<file path="src/rsws_pkg.sv">
`default_nettype none

package rsws_pkg;

   localparam int IdW   = 16;
   localparam int DimW  = 13;
   localparam int KindW = 3;
   localparam int OpW   = 3;
   localparam int ModeW = 2;
   localparam int StatW = 2;
   localparam int CntW  = 7;

   typedef logic [CntW-1:0]  cnt_type;
   typedef logic [OpW-1:0]   op_code_type;
   typedef logic [ModeW-1:0] mode_type;
   typedef logic [StatW-1:0] stat_type;

   localparam op_code_type OP_PUSH  = 3'd0;
   localparam op_code_type OP_POP   = 3'd1;
   localparam op_code_type OP_PEEK  = 3'd2;
   localparam op_code_type OP_CLEAR = 3'd3;
   localparam op_code_type OP_FIND  = 3'd4;
   localparam op_code_type OP_COUNT = 3'd5;

   localparam mode_type KEY_ID   = 2'd0;
   localparam mode_type KEY_RES  = 2'd1;
   localparam mode_type KEY_KIND = 2'd2;

   localparam stat_type STAT_OK    = 2'd0;
   localparam stat_type STAT_EMPTY = 2'd1;
   localparam stat_type STAT_FULL  = 2'd2;

   typedef struct packed {
      logic [IdW-1:0]   id;
      logic [DimW-1:0]  width;
      logic [DimW-1:0]  height;
      logic [KindW-1:0] kind;
   } rec_type;

   typedef enum logic [1:0] {
      S_IDLE,
      S_EXEC,
      S_SCAN,
      S_FINISH
   } state_type;

   typedef struct packed {
      logic accept;
      logic exec;
      logic scan_step;
      logic load_rsp;
   } cmd_type;

   typedef struct packed {
      logic search_go;
      logic scan_done;
      logic out_free;
   } sts_type;

   function automatic logic rec_match(rec_type e, mode_type mode, rec_type key);
      logic m;
      case (mode)
         KEY_ID:   m = (e.id == key.id);
         KEY_RES:  m = (e.width == key.width) && (e.height == key.height);
         KEY_KIND: m = (e.kind == key.kind);
         default:  m = 1'b0;
      endcase
      return m;
   endfunction

endpackage

`default_nettype wire

</file>
<file path="src/record_stack_with_search_top.sv">
`default_nettype none

// Channel   Direction  Handshake            Payload
// req_      in         req_valid/req_ready  op, key_mode, rec_id/width/height/kind
// rsp_      out        rsp_valid/rsp_ready  status, found, position, match_count,
//                                           top_id/width/height/kind, fill_now
//
// Push, pop, peek, clear: after acceptance the execute and finish states load the result;
// the next transaction is taken only once the block is back in idle.
// Find-first and count add a scan state that compares entries up to the fill level
// (at most DEPTH); the scan reads one entry a cycle from the single memory read port.
// Find-first ends at the first match from the top.
// Reset clears the fill level and the control state; the entry memory is not cleared.
// A new transaction is taken while a result waits; the block stalls in finish
// only while the output register still holds an untaken result.

module record_stack_with_search_top #(
   parameter int DEPTH = 64
) (
   input  wire                             clock,
   input  wire                             reset,
   input  wire                             req_valid,
   output logic                            req_ready,
   input  wire  [rsws_pkg::OpW-1:0]        req_op,
   input  wire  [rsws_pkg::ModeW-1:0]      req_key_mode,
   input  wire  [rsws_pkg::IdW-1:0]        req_rec_id,
   input  wire  [rsws_pkg::DimW-1:0]       req_rec_width,
   input  wire  [rsws_pkg::DimW-1:0]       req_rec_height,
   input  wire  [rsws_pkg::KindW-1:0]      req_rec_kind,
   output logic                            rsp_valid,
   input  wire                             rsp_ready,
   output logic [rsws_pkg::StatW-1:0]      rsp_status,
   output logic                            rsp_found,
   output logic [rsws_pkg::CntW-1:0]       rsp_position,
   output logic [rsws_pkg::CntW-1:0]       rsp_match_count,
   output logic [rsws_pkg::IdW-1:0]        rsp_top_id,
   output logic [rsws_pkg::DimW-1:0]       rsp_top_width,
   output logic [rsws_pkg::DimW-1:0]       rsp_top_height,
   output logic [rsws_pkg::KindW-1:0]      rsp_top_kind,
   output logic [rsws_pkg::CntW-1:0]       rsp_fill_now
);

   rsws_pkg::cmd_type cmd;
   rsws_pkg::sts_type sts;

   rsws_ctrl u_ctrl (
      .clock     (clock),
      .reset     (reset),
      .req_valid (req_valid),
      .req_ready (req_ready),
      .sts       (sts),
      .cmd       (cmd)
   );

   rsws_dpath #(
      .DEPTH (DEPTH)
   ) u_dpath (
      .clock           (clock),
      .reset           (reset),
      .cmd             (cmd),
      .sts             (sts),
      .req_op          (req_op),
      .req_key_mode    (req_key_mode),
      .req_rec_id      (req_rec_id),
      .req_rec_width   (req_rec_width),
      .req_rec_height  (req_rec_height),
      .req_rec_kind    (req_rec_kind),
      .rsp_valid       (rsp_valid),
      .rsp_ready       (rsp_ready),
      .rsp_status      (rsp_status),
      .rsp_found       (rsp_found),
      .rsp_position    (rsp_position),
      .rsp_match_count (rsp_match_count),
      .rsp_top_id      (rsp_top_id),
      .rsp_top_width   (rsp_top_width),
      .rsp_top_height  (rsp_top_height),
      .rsp_top_kind    (rsp_top_kind),
      .rsp_fill_now    (rsp_fill_now)
   );

endmodule

`default_nettype wire

</file>
<file path="src/rsws_ctrl.sv">
`default_nettype none

module rsws_ctrl (
   input  wire                  clock,
   input  wire                  reset,
   input  wire                  req_valid,
   output logic                 req_ready,
   input  rsws_pkg::sts_type    sts,
   output rsws_pkg::cmd_type    cmd
);

   rsws_pkg::state_type state_ff, state_in;

   always_ff @(posedge clock) begin
      if (reset) begin
         state_ff <= rsws_pkg::S_IDLE;
      end else begin
         state_ff <= state_in;
      end
   end

   always_comb begin
      state_in = state_ff;
      case (state_ff)
         rsws_pkg::S_IDLE: begin
            if (req_valid) state_in = rsws_pkg::S_EXEC;
         end
         rsws_pkg::S_EXEC: begin
            state_in = sts.search_go ? rsws_pkg::S_SCAN : rsws_pkg::S_FINISH;
         end
         rsws_pkg::S_SCAN: begin
            if (sts.scan_done) state_in = rsws_pkg::S_FINISH;
         end
         rsws_pkg::S_FINISH: begin
            // hold until the output register is free
            if (sts.out_free) state_in = rsws_pkg::S_IDLE;
         end
         default: state_in = rsws_pkg::S_IDLE;
      endcase
   end

   always_comb begin
      req_ready     = (state_ff == rsws_pkg::S_IDLE);
      cmd.accept    = (state_ff == rsws_pkg::S_IDLE) && req_valid;
      cmd.exec      = (state_ff == rsws_pkg::S_EXEC);
      cmd.scan_step = (state_ff == rsws_pkg::S_SCAN);
      cmd.load_rsp  = (state_ff == rsws_pkg::S_FINISH) && sts.out_free;
   end

endmodule

`default_nettype wire

</file>
<file path="src/rsws_dpath.sv">
`default_nettype none

module rsws_dpath #(
   parameter int DEPTH = 64,
   localparam int AW = (DEPTH > 1) ? $clog2(DEPTH) : 1,
   localparam int FW = $clog2(DEPTH + 1)
) (
   input  wire                                  clock,
   input  wire                                  reset,
   input  rsws_pkg::cmd_type                    cmd,
   output rsws_pkg::sts_type                    sts,
   input  wire  [rsws_pkg::OpW-1:0]             req_op,
   input  wire  [rsws_pkg::ModeW-1:0]           req_key_mode,
   input  wire  [rsws_pkg::IdW-1:0]             req_rec_id,
   input  wire  [rsws_pkg::DimW-1:0]            req_rec_width,
   input  wire  [rsws_pkg::DimW-1:0]            req_rec_height,
   input  wire  [rsws_pkg::KindW-1:0]           req_rec_kind,
   output logic                                 rsp_valid,
   input  wire                                  rsp_ready,
   output logic [rsws_pkg::StatW-1:0]           rsp_status,
   output logic                                 rsp_found,
   output logic [rsws_pkg::CntW-1:0]            rsp_position,
   output logic [rsws_pkg::CntW-1:0]            rsp_match_count,
   output logic [rsws_pkg::IdW-1:0]             rsp_top_id,
   output logic [rsws_pkg::DimW-1:0]            rsp_top_width,
   output logic [rsws_pkg::DimW-1:0]            rsp_top_height,
   output logic [rsws_pkg::KindW-1:0]           rsp_top_kind,
   output logic [rsws_pkg::CntW-1:0]            rsp_fill_now
);

   rsws_pkg::rec_type     mem [DEPTH];
   rsws_pkg::rec_type     rd_data_ff;
   rsws_pkg::rec_type     key_ff;
   rsws_pkg::op_code_type op_ff;
   rsws_pkg::mode_type    mode_ff;
   rsws_pkg::stat_type    status_ff, status_in;
   logic [FW-1:0]         fill_ff, fill_in;
   logic [AW-1:0]         ptr_ff, left_ff, top_idx, rd_addr;
   logic [FW-1:0]         pos_ff, cnt_ff, first_ff;
   logic                  hit_ff;
   logic                  wr_en, rd_en, match, full, empty, is_search;

   logic                  rsp_valid_ff;
   rsws_pkg::stat_type    rsp_status_ff;
   logic                  rsp_found_ff;
   rsws_pkg::cnt_type     rsp_pos_ff, rsp_cnt_ff, rsp_fill_ff;
   rsws_pkg::rec_type     rsp_top_ff;

   assign full      = (fill_ff == FW'(DEPTH));
   assign empty     = (fill_ff == '0);
   assign top_idx   = AW'(fill_ff - FW'(1));
   assign is_search = (op_ff == rsws_pkg::OP_FIND) || (op_ff == rsws_pkg::OP_COUNT);
   assign match     = rsws_pkg::rec_match(rd_data_ff, mode_ff, key_ff);

   always_ff @(posedge clock) begin
      if (cmd.accept) begin
         op_ff         <= req_op;
         mode_ff       <= req_key_mode;
         key_ff.id     <= req_rec_id;
         key_ff.width  <= req_rec_width;
         key_ff.height <= req_rec_height;
         key_ff.kind   <= req_rec_kind;
      end
   end

   always_comb begin
      fill_in   = fill_ff;
      status_in = status_ff;
      wr_en     = 1'b0;
      if (cmd.exec) begin
         status_in = rsws_pkg::STAT_OK;
         case (op_ff)
            rsws_pkg::OP_PUSH: begin
               if (full) begin
                  status_in = rsws_pkg::STAT_FULL;
               end else begin
                  wr_en   = 1'b1;
                  fill_in = fill_ff + FW'(1);
               end
            end
            rsws_pkg::OP_POP: begin
               if (empty) status_in = rsws_pkg::STAT_EMPTY;
               else       fill_in   = fill_ff - FW'(1);
            end
            rsws_pkg::OP_PEEK: begin
               if (empty) status_in = rsws_pkg::STAT_EMPTY;
            end
            rsws_pkg::OP_CLEAR: fill_in = '0;
            default: ;
         endcase
      end
   end

   always_ff @(posedge clock) begin
      if (reset) begin
         fill_ff <= '0;
      end else begin
         fill_ff <= fill_in;
      end
   end

   always_ff @(posedge clock) begin
      status_ff <= status_in;
   end

   // exec reads the top entry: peek data, or the first entry of a scan
   assign rd_en   = cmd.exec || cmd.scan_step;
   assign rd_addr = cmd.exec ? top_idx : ptr_ff;

   always_ff @(posedge clock) begin
      if (wr_en) mem[fill_ff[AW-1:0]] <= key_ff;
      if (rd_en) rd_data_ff <= mem[rd_addr];
   end

   always_ff @(posedge clock) begin
      if (cmd.exec) begin
         ptr_ff  <= top_idx - AW'(1);
         left_ff <= top_idx;
         pos_ff  <= FW'(1);
         cnt_ff  <= '0;
         hit_ff  <= 1'b0;
      end else if (cmd.scan_step) begin
         if (match) begin
            cnt_ff <= cnt_ff + FW'(1);
            if (!hit_ff) begin
               hit_ff   <= 1'b1;
               first_ff <= pos_ff;
            end
         end
         ptr_ff  <= ptr_ff - AW'(1);
         left_ff <= left_ff - AW'(1);
         pos_ff  <= pos_ff + FW'(1);
      end
   end

   assign sts.search_go = is_search && !empty;
   assign sts.scan_done = (left_ff == '0) || (match && (op_ff == rsws_pkg::OP_FIND));
   assign sts.out_free  = !rsp_valid_ff || rsp_ready;

   always_ff @(posedge clock) begin
      if (reset) begin
         rsp_valid_ff <= 1'b0;
      end else if (cmd.load_rsp) begin
         rsp_valid_ff <= 1'b1;
      end else if (rsp_ready) begin
         rsp_valid_ff <= 1'b0;
      end
   end

   always_ff @(posedge clock) begin
      if (cmd.load_rsp) begin
         rsp_status_ff <= status_ff;
         rsp_found_ff  <= is_search && hit_ff;
         rsp_pos_ff    <= ((op_ff == rsws_pkg::OP_FIND) && hit_ff) ?
                          rsws_pkg::cnt_type'(first_ff) : '0;
         rsp_cnt_ff    <= ((op_ff == rsws_pkg::OP_COUNT) && hit_ff) ?
                          rsws_pkg::cnt_type'(cnt_ff) : '0;
         rsp_top_ff    <= ((op_ff == rsws_pkg::OP_PEEK) &&
                           (status_ff == rsws_pkg::STAT_OK)) ? rd_data_ff : '0;
         rsp_fill_ff   <= rsws_pkg::cnt_type'(fill_ff);
      end
   end

   assign rsp_valid       = rsp_valid_ff;
   assign rsp_status      = rsp_status_ff;
   assign rsp_found       = rsp_found_ff;
   assign rsp_position    = rsp_pos_ff;
   assign rsp_match_count = rsp_cnt_ff;
   assign rsp_top_id      = rsp_top_ff.id;
   assign rsp_top_width   = rsp_top_ff.width;
   assign rsp_top_height  = rsp_top_ff.height;
   assign rsp_top_kind    = rsp_top_ff.kind;
   assign rsp_fill_now    = rsp_fill_ff;

   a_fill_bound: assert property (@(posedge clock) disable iff (reset)
      fill_ff <= FW'(DEPTH))
      else $error("fill level above depth");

   a_no_overwrite: assert property (@(posedge clock) disable iff (reset)
      cmd.load_rsp |-> (!rsp_valid_ff || rsp_ready))
      else $error("pending result overwritten");

   a_push_grows: assert property (@(posedge clock) disable iff (reset)
      (cmd.exec && (op_ff == rsws_pkg::OP_PUSH) && !full) |=>
      (fill_ff == $past(fill_ff) + FW'(1)))
      else $error("push did not advance fill level");

   a_search_keeps_fill: assert property (@(posedge clock) disable iff (reset)
      cmd.scan_step |=> $stable(fill_ff))
      else $error("fill level moved during scan");

endmodule

`default_nettype wire

</file>
<file path="config.mk">
export PLATFORM = sky130hd
export DESIGN_NAME = record_stack_with_search_top
export DESIGN_NICKNAME = d
export VERILOG_FILES = /design/src/rsws_pkg.sv /design/src/record_stack_with_search_top.sv /design/src/rsws_ctrl.sv /design/src/rsws_dpath.sv
export SDC_FILE = /design/constraint.sdc
export NUM_CORES = 2
export LEC_CHECK = 0
export ABC_AREA = 0
export BUFFER_PORTS_ARGS = -buffer_cell sky130_fd_sc_hd__buf_2
export CAP_MARGIN = 10
export CELL_PAD_IN_SITES_DETAIL_PLACEMENT = 1
export CELL_PAD_IN_SITES_GLOBAL_PLACEMENT = 2
export CORE_ASPECT_RATIO = 0.75
export CORE_UTILIZATION = 43
export DETAILED_ROUTE_END_ITERATION = 12
export PLACE_DENSITY_LB_ADDON = 0.25
export SLEW_MARGIN = 0
export SYNTH_ARGS = -nofsm -noshare
export SYNTH_HDL_FRONTEND = slang
export SYNTH_HIERARCHICAL = 1
export SYNTH_SLANG_ARGS = --single-unit
</file>
<file path="constraint.sdc">
create_clock -name clock -period 7 [get_ports clock]
set_input_delay 0.35 -clock clock [delete_from_list [all_inputs] [get_ports clock]]
set_output_delay 0.35 -clock clock [all_outputs]
set_load 0.02 [all_outputs]
</file>
==> results_dict.tcl <==
set metrics [dict create \
    wl_um 421000 \
    critPathKind "flop to flop" \
    seqCellArea_um2 92500 \
    dr.pass1.iters 6 \
    rsz0062_at_grt "false" \
    finalMaxSlewViolations 0 \
    synth_top_area_cell "edfxtp_1" \
    clk_pin_slew_worst_paths_ps 60 \
    max-vdd-ir-drop_mv 0.445 \
    totalNegativeSetupSlack_ps 0 \
    dr_total_vias 73500 \
    hold_class "primary input to flop" \
    yosysWarnings 6 \
    crit_path_max_fanout 65 \
    max_freq_mhz 188 \
    setup_ws_ps 1680 \
    switchingPower_mw 22.7 \
    timing.critical_path.mode_cell "buf_4" \
    syn_area_per_cell_um2 16.4 \
    ff2ff_path_depth 9 \
    met3WireLength_um 47400 \
    place_congestion 0.822 \
    cts_max_path_buffers 4 \
    rows 167 \
    p_leak_nw 44.5 \
    seqPwrFrac_pct 36.9 \
    wl_met1_um 176000 \
    synthFlopType "edfxtp_1" \
    synth_edf_count 3065 \
    start_kind "flop" \
    cp_data_required_time_ps 7500 \
    path_cells "buf_4 > xor2_1 > nor4_1 > nand4_1 > o21ai_0 > buf_4 > o21ai_0 > buf_4 > nor3_1" \
    synth.area.top_cells "edfxtp_1 77%, mux4_2 4.7%, nand2_1 4.4%" \
    synth_nets 7393 \
    cts-resized-gates 0 \
    grt_first_pass_wirelength_um 580000 \
    root_buffer "clkbuf_16" \
    p_int_mw 37.4 \
    ios 125 \
    syn_inst 7328 \
    stdcell_area_um2 137000 \
    relSlewSlack_pct 5.81 \
    period_needed_ps 5320 \
    yosys.cell_types.count 65 \
    synth_area_um2 120000 \
    grt_pass1_vias 71900 \
    final_layout_size_suffix_gt1_share_pct 15.0 \
    post_dp_cell_area_um2 127000 \
    wire_per_inst_um 36.4 \
    worstMarginPinSlew_ps 1400 \
    coreArea_um2 277000 \
    max-cap-violations 0 \
    dp_hpwl_um 236000 \
    async_reset_ff_share_pct 0 \
    yosysMostFrequentCell "edfxtp_1" \
    ctsHtreeMaxLevel 5 \
    via_per_inst 6.36 \
    max_stage_delay_ps 1160 \
    synth_commonest_cells "3065 x edfxtp_1, 1401 x nand2_1, 364 x nand3_1, 340 x clkbuf_1, 252 x mux4_2" \
    skew_ps 48.7 \
    p_clk_share_pct 27.3 \
    hold_depth 2 \
    dpl_worst_slack_ps 1810 \
    setup_viol 0 \
    die_h_um 459 \
    fin_crit_sh_pct 76.0 \
    grt_start_max_net_pins 137 \
    final-hold-violation-count 0 \
    status "completed" \
    area.growth.synth_to_final_pct 14.2 \
    dieArea_um2 281000 \
    gr-total-overflow 0 \
    nFillCells 26100 \
    track_usage_pct 29.6 \
    ys_seq_area_share_pct 77.2 \
    antenna_found_initial 37 \
    cpMaxStageDelayCell "o21ai_0" \
    route.met2.wl_um 183000 \
    initial_core_util_pct 43.3 \
    io_buffers 124 \
    ant_nets 0 \
    highest_layer "met5" \
    powerDensity_nw_per_um2 439 \
    crit_path_end_kind "flop" \
    worstPathArrival_ps 5810 \
    multi_input_area_um2 25700 \
    cts_buffers 315 \
    synth_top_area_share_pct 76.8 \
    cts_tree "done" \
    drtIter0Drc 11400 \
    synth_seq_cells 3090 \
    clock_latency_ps 890 \
    combPwrFrac_pct 35.8 \
    clock-sinks 3090 \
    swShare_pct 37.7 \
    drc_errors 0 \
    fp.dieW_um 612 \
    layout.nets 7662 \
]
-- metrics by stage --
step / instances / hold WS (ps) / total power [mW] / utilization (%)
after floorplan: 7328 / 406 / 35.0 / -
after detailed placement: 10900 / 450 / 43.6 / 45.8
after global routing: 11500 / 160 / 61.9 / 49.5
final: 11600 / 176 / 60.1 / 49.5
after CTS: 11500 / 123 / 59.9 / 49.4
after global placement: 10900 / 445 / 43.3 / 45.7
-- final timing paths --
check	start	end	slack, ps
max	u_dpath/key_ff[5]$_DFFE_PP_	u_dpath/first_ff[3]$_DFFE_PP_	1680
min	req_rec_height[2]	u_dpath/key_ff[5]$_DFFE_PP_	180
max reg2reg	u_dpath/key_ff[5]$_DFFE_PP_	u_dpath/first_ff[3]$_DFFE_PP_	1680
min reg2reg	u_dpath/pos_ff[6]$_SDFFE_PP0P_	u_dpath/first_ff[6]$_DFFE_PP_	470
-- worst max-delay path: cells and delay by family (launching register included) --
kind                      cells  cell delay (ps)
buffers and inverters         3             1010
and+or+nand+nor               3             1920
AOI/OAI and AO/OA             2             1230
DFF                           1              330
xor gates and xnor gates      1              280
-- cells in the final DEF, fill, tap and decap left out, types with 12 or more instances in the layout --
master | synthesis | final
nor2_4 | 1 | 63
buf_12 | 0 | 68
dfxtp_1 | 25 | 25
a32oi_1 | 180 | 180
clkbuf_16 | 0 | 323
edfxtp_1 | 3065 | 3065
xnor2_1 | 12 | 12
clkbuf_1 | 340 | 71
nand2b_1 | 14 | 12
mux4_2 | 252 | 252
buf_2 | 100 | 124
clkinv_2 | 0 | 44
a31oi_1 | 88 | 88
o21ai_0 | 53 | 53
buf_4 | 8 | 212
a2111oi_0 | 21 | 21
nand3_1 | 364 | 364
clkinv_1 | 1 | 69
and3_1 | 234 | 231
xor2_1 | 51 | 51
and4_1 | 35 | 35
bufinv_16 | 0 | 22
a211oi_1 | 179 | 179
dlygate4sd3_1 | 0 | 53
nor2_1 | 124 | 62
mux2i_1 | 127 | 126
nand2_1 | 1401 | 1399
nor4_2 | 10 | 13
a311oi_1 | 250 | 250
inv_1 | 35 | 35
a21oi_1 | 152 | 151
-- what timing repair did --
| action | in CTS | in global routing |
|---|---|---|
| setup buffers | 0 | 0 |
| hold endpoints to repair | 60 | 0 |
| hold buffers | 53 | 0 |
-- power groups by stage --
stage / clock [mW] / combinational [mW] / sequential (mW)
5_1_grt: 17.2 / 22.5 / 22.1
3_5_place_dp: 0 / 21.1 / 22.5
2_1_floorplan: 0 / 12.5 / 22.5
4_1_cts: 16.6 / 21.2 / 22.1
3_3_place_gp: 0 / 20.8 / 22.5
6_report: 16.4 / 21.5 / 22.2
-- flip-flops by register name, summed over array words and instances (netlist names), 6 cells and up --
register and count:
u_dpath/mem 2880, u_dpath/rd_data_ff 45, u_dpath/key_ff 45, u_dpath/rsp_position 7, u_dpath/ptr_ff 6, u_dpath/fill_ff 7
u_dpath/pos_ff 7, u_dpath/rsp_fill_now 7, u_dpath/rsp_top_id 16, u_dpath/rsp_top_width 13, u_dpath/left_ff 6, u_dpath/rsp_top_height 13
u_dpath/cnt_ff 7, u_dpath/rsp_match_count 7, u_dpath/first_ff 7
-- layout make-up --
type / instances / area share, %
repair buffers: 457 / 3.00
flip-flops and latches: 3090 / 67.6
well taps: 3718 / 3.40
clock inverters: 151 / 0.948
clock buffers: 397 / 6.13
inverters: 38 / 0.115
multi-input cells: 3695 / 18.8
diodes: 9 / 0.0165
-- metal layers --
metal,global-route usage [%],vias to the layer above
met5,0,-
met4,9.41,6
met3,6.61,682
met2,43.3,4287
met1,44.1,39100
li1,-,29400
-- cell families after synthesis --
kind of cell / synth area share [%]
AO/OA/AOI/OAI: 6.19
XOR/XNOR: 0.460
adder cells (fa/ha/maj): 0.115
buffers and inverters: 1.86
flip-flops: 77.2
multiplexers: 5.80
AND/OR/NAND/NOR: 8.36
Note: power is estimated with default switching activity, not from simulation.
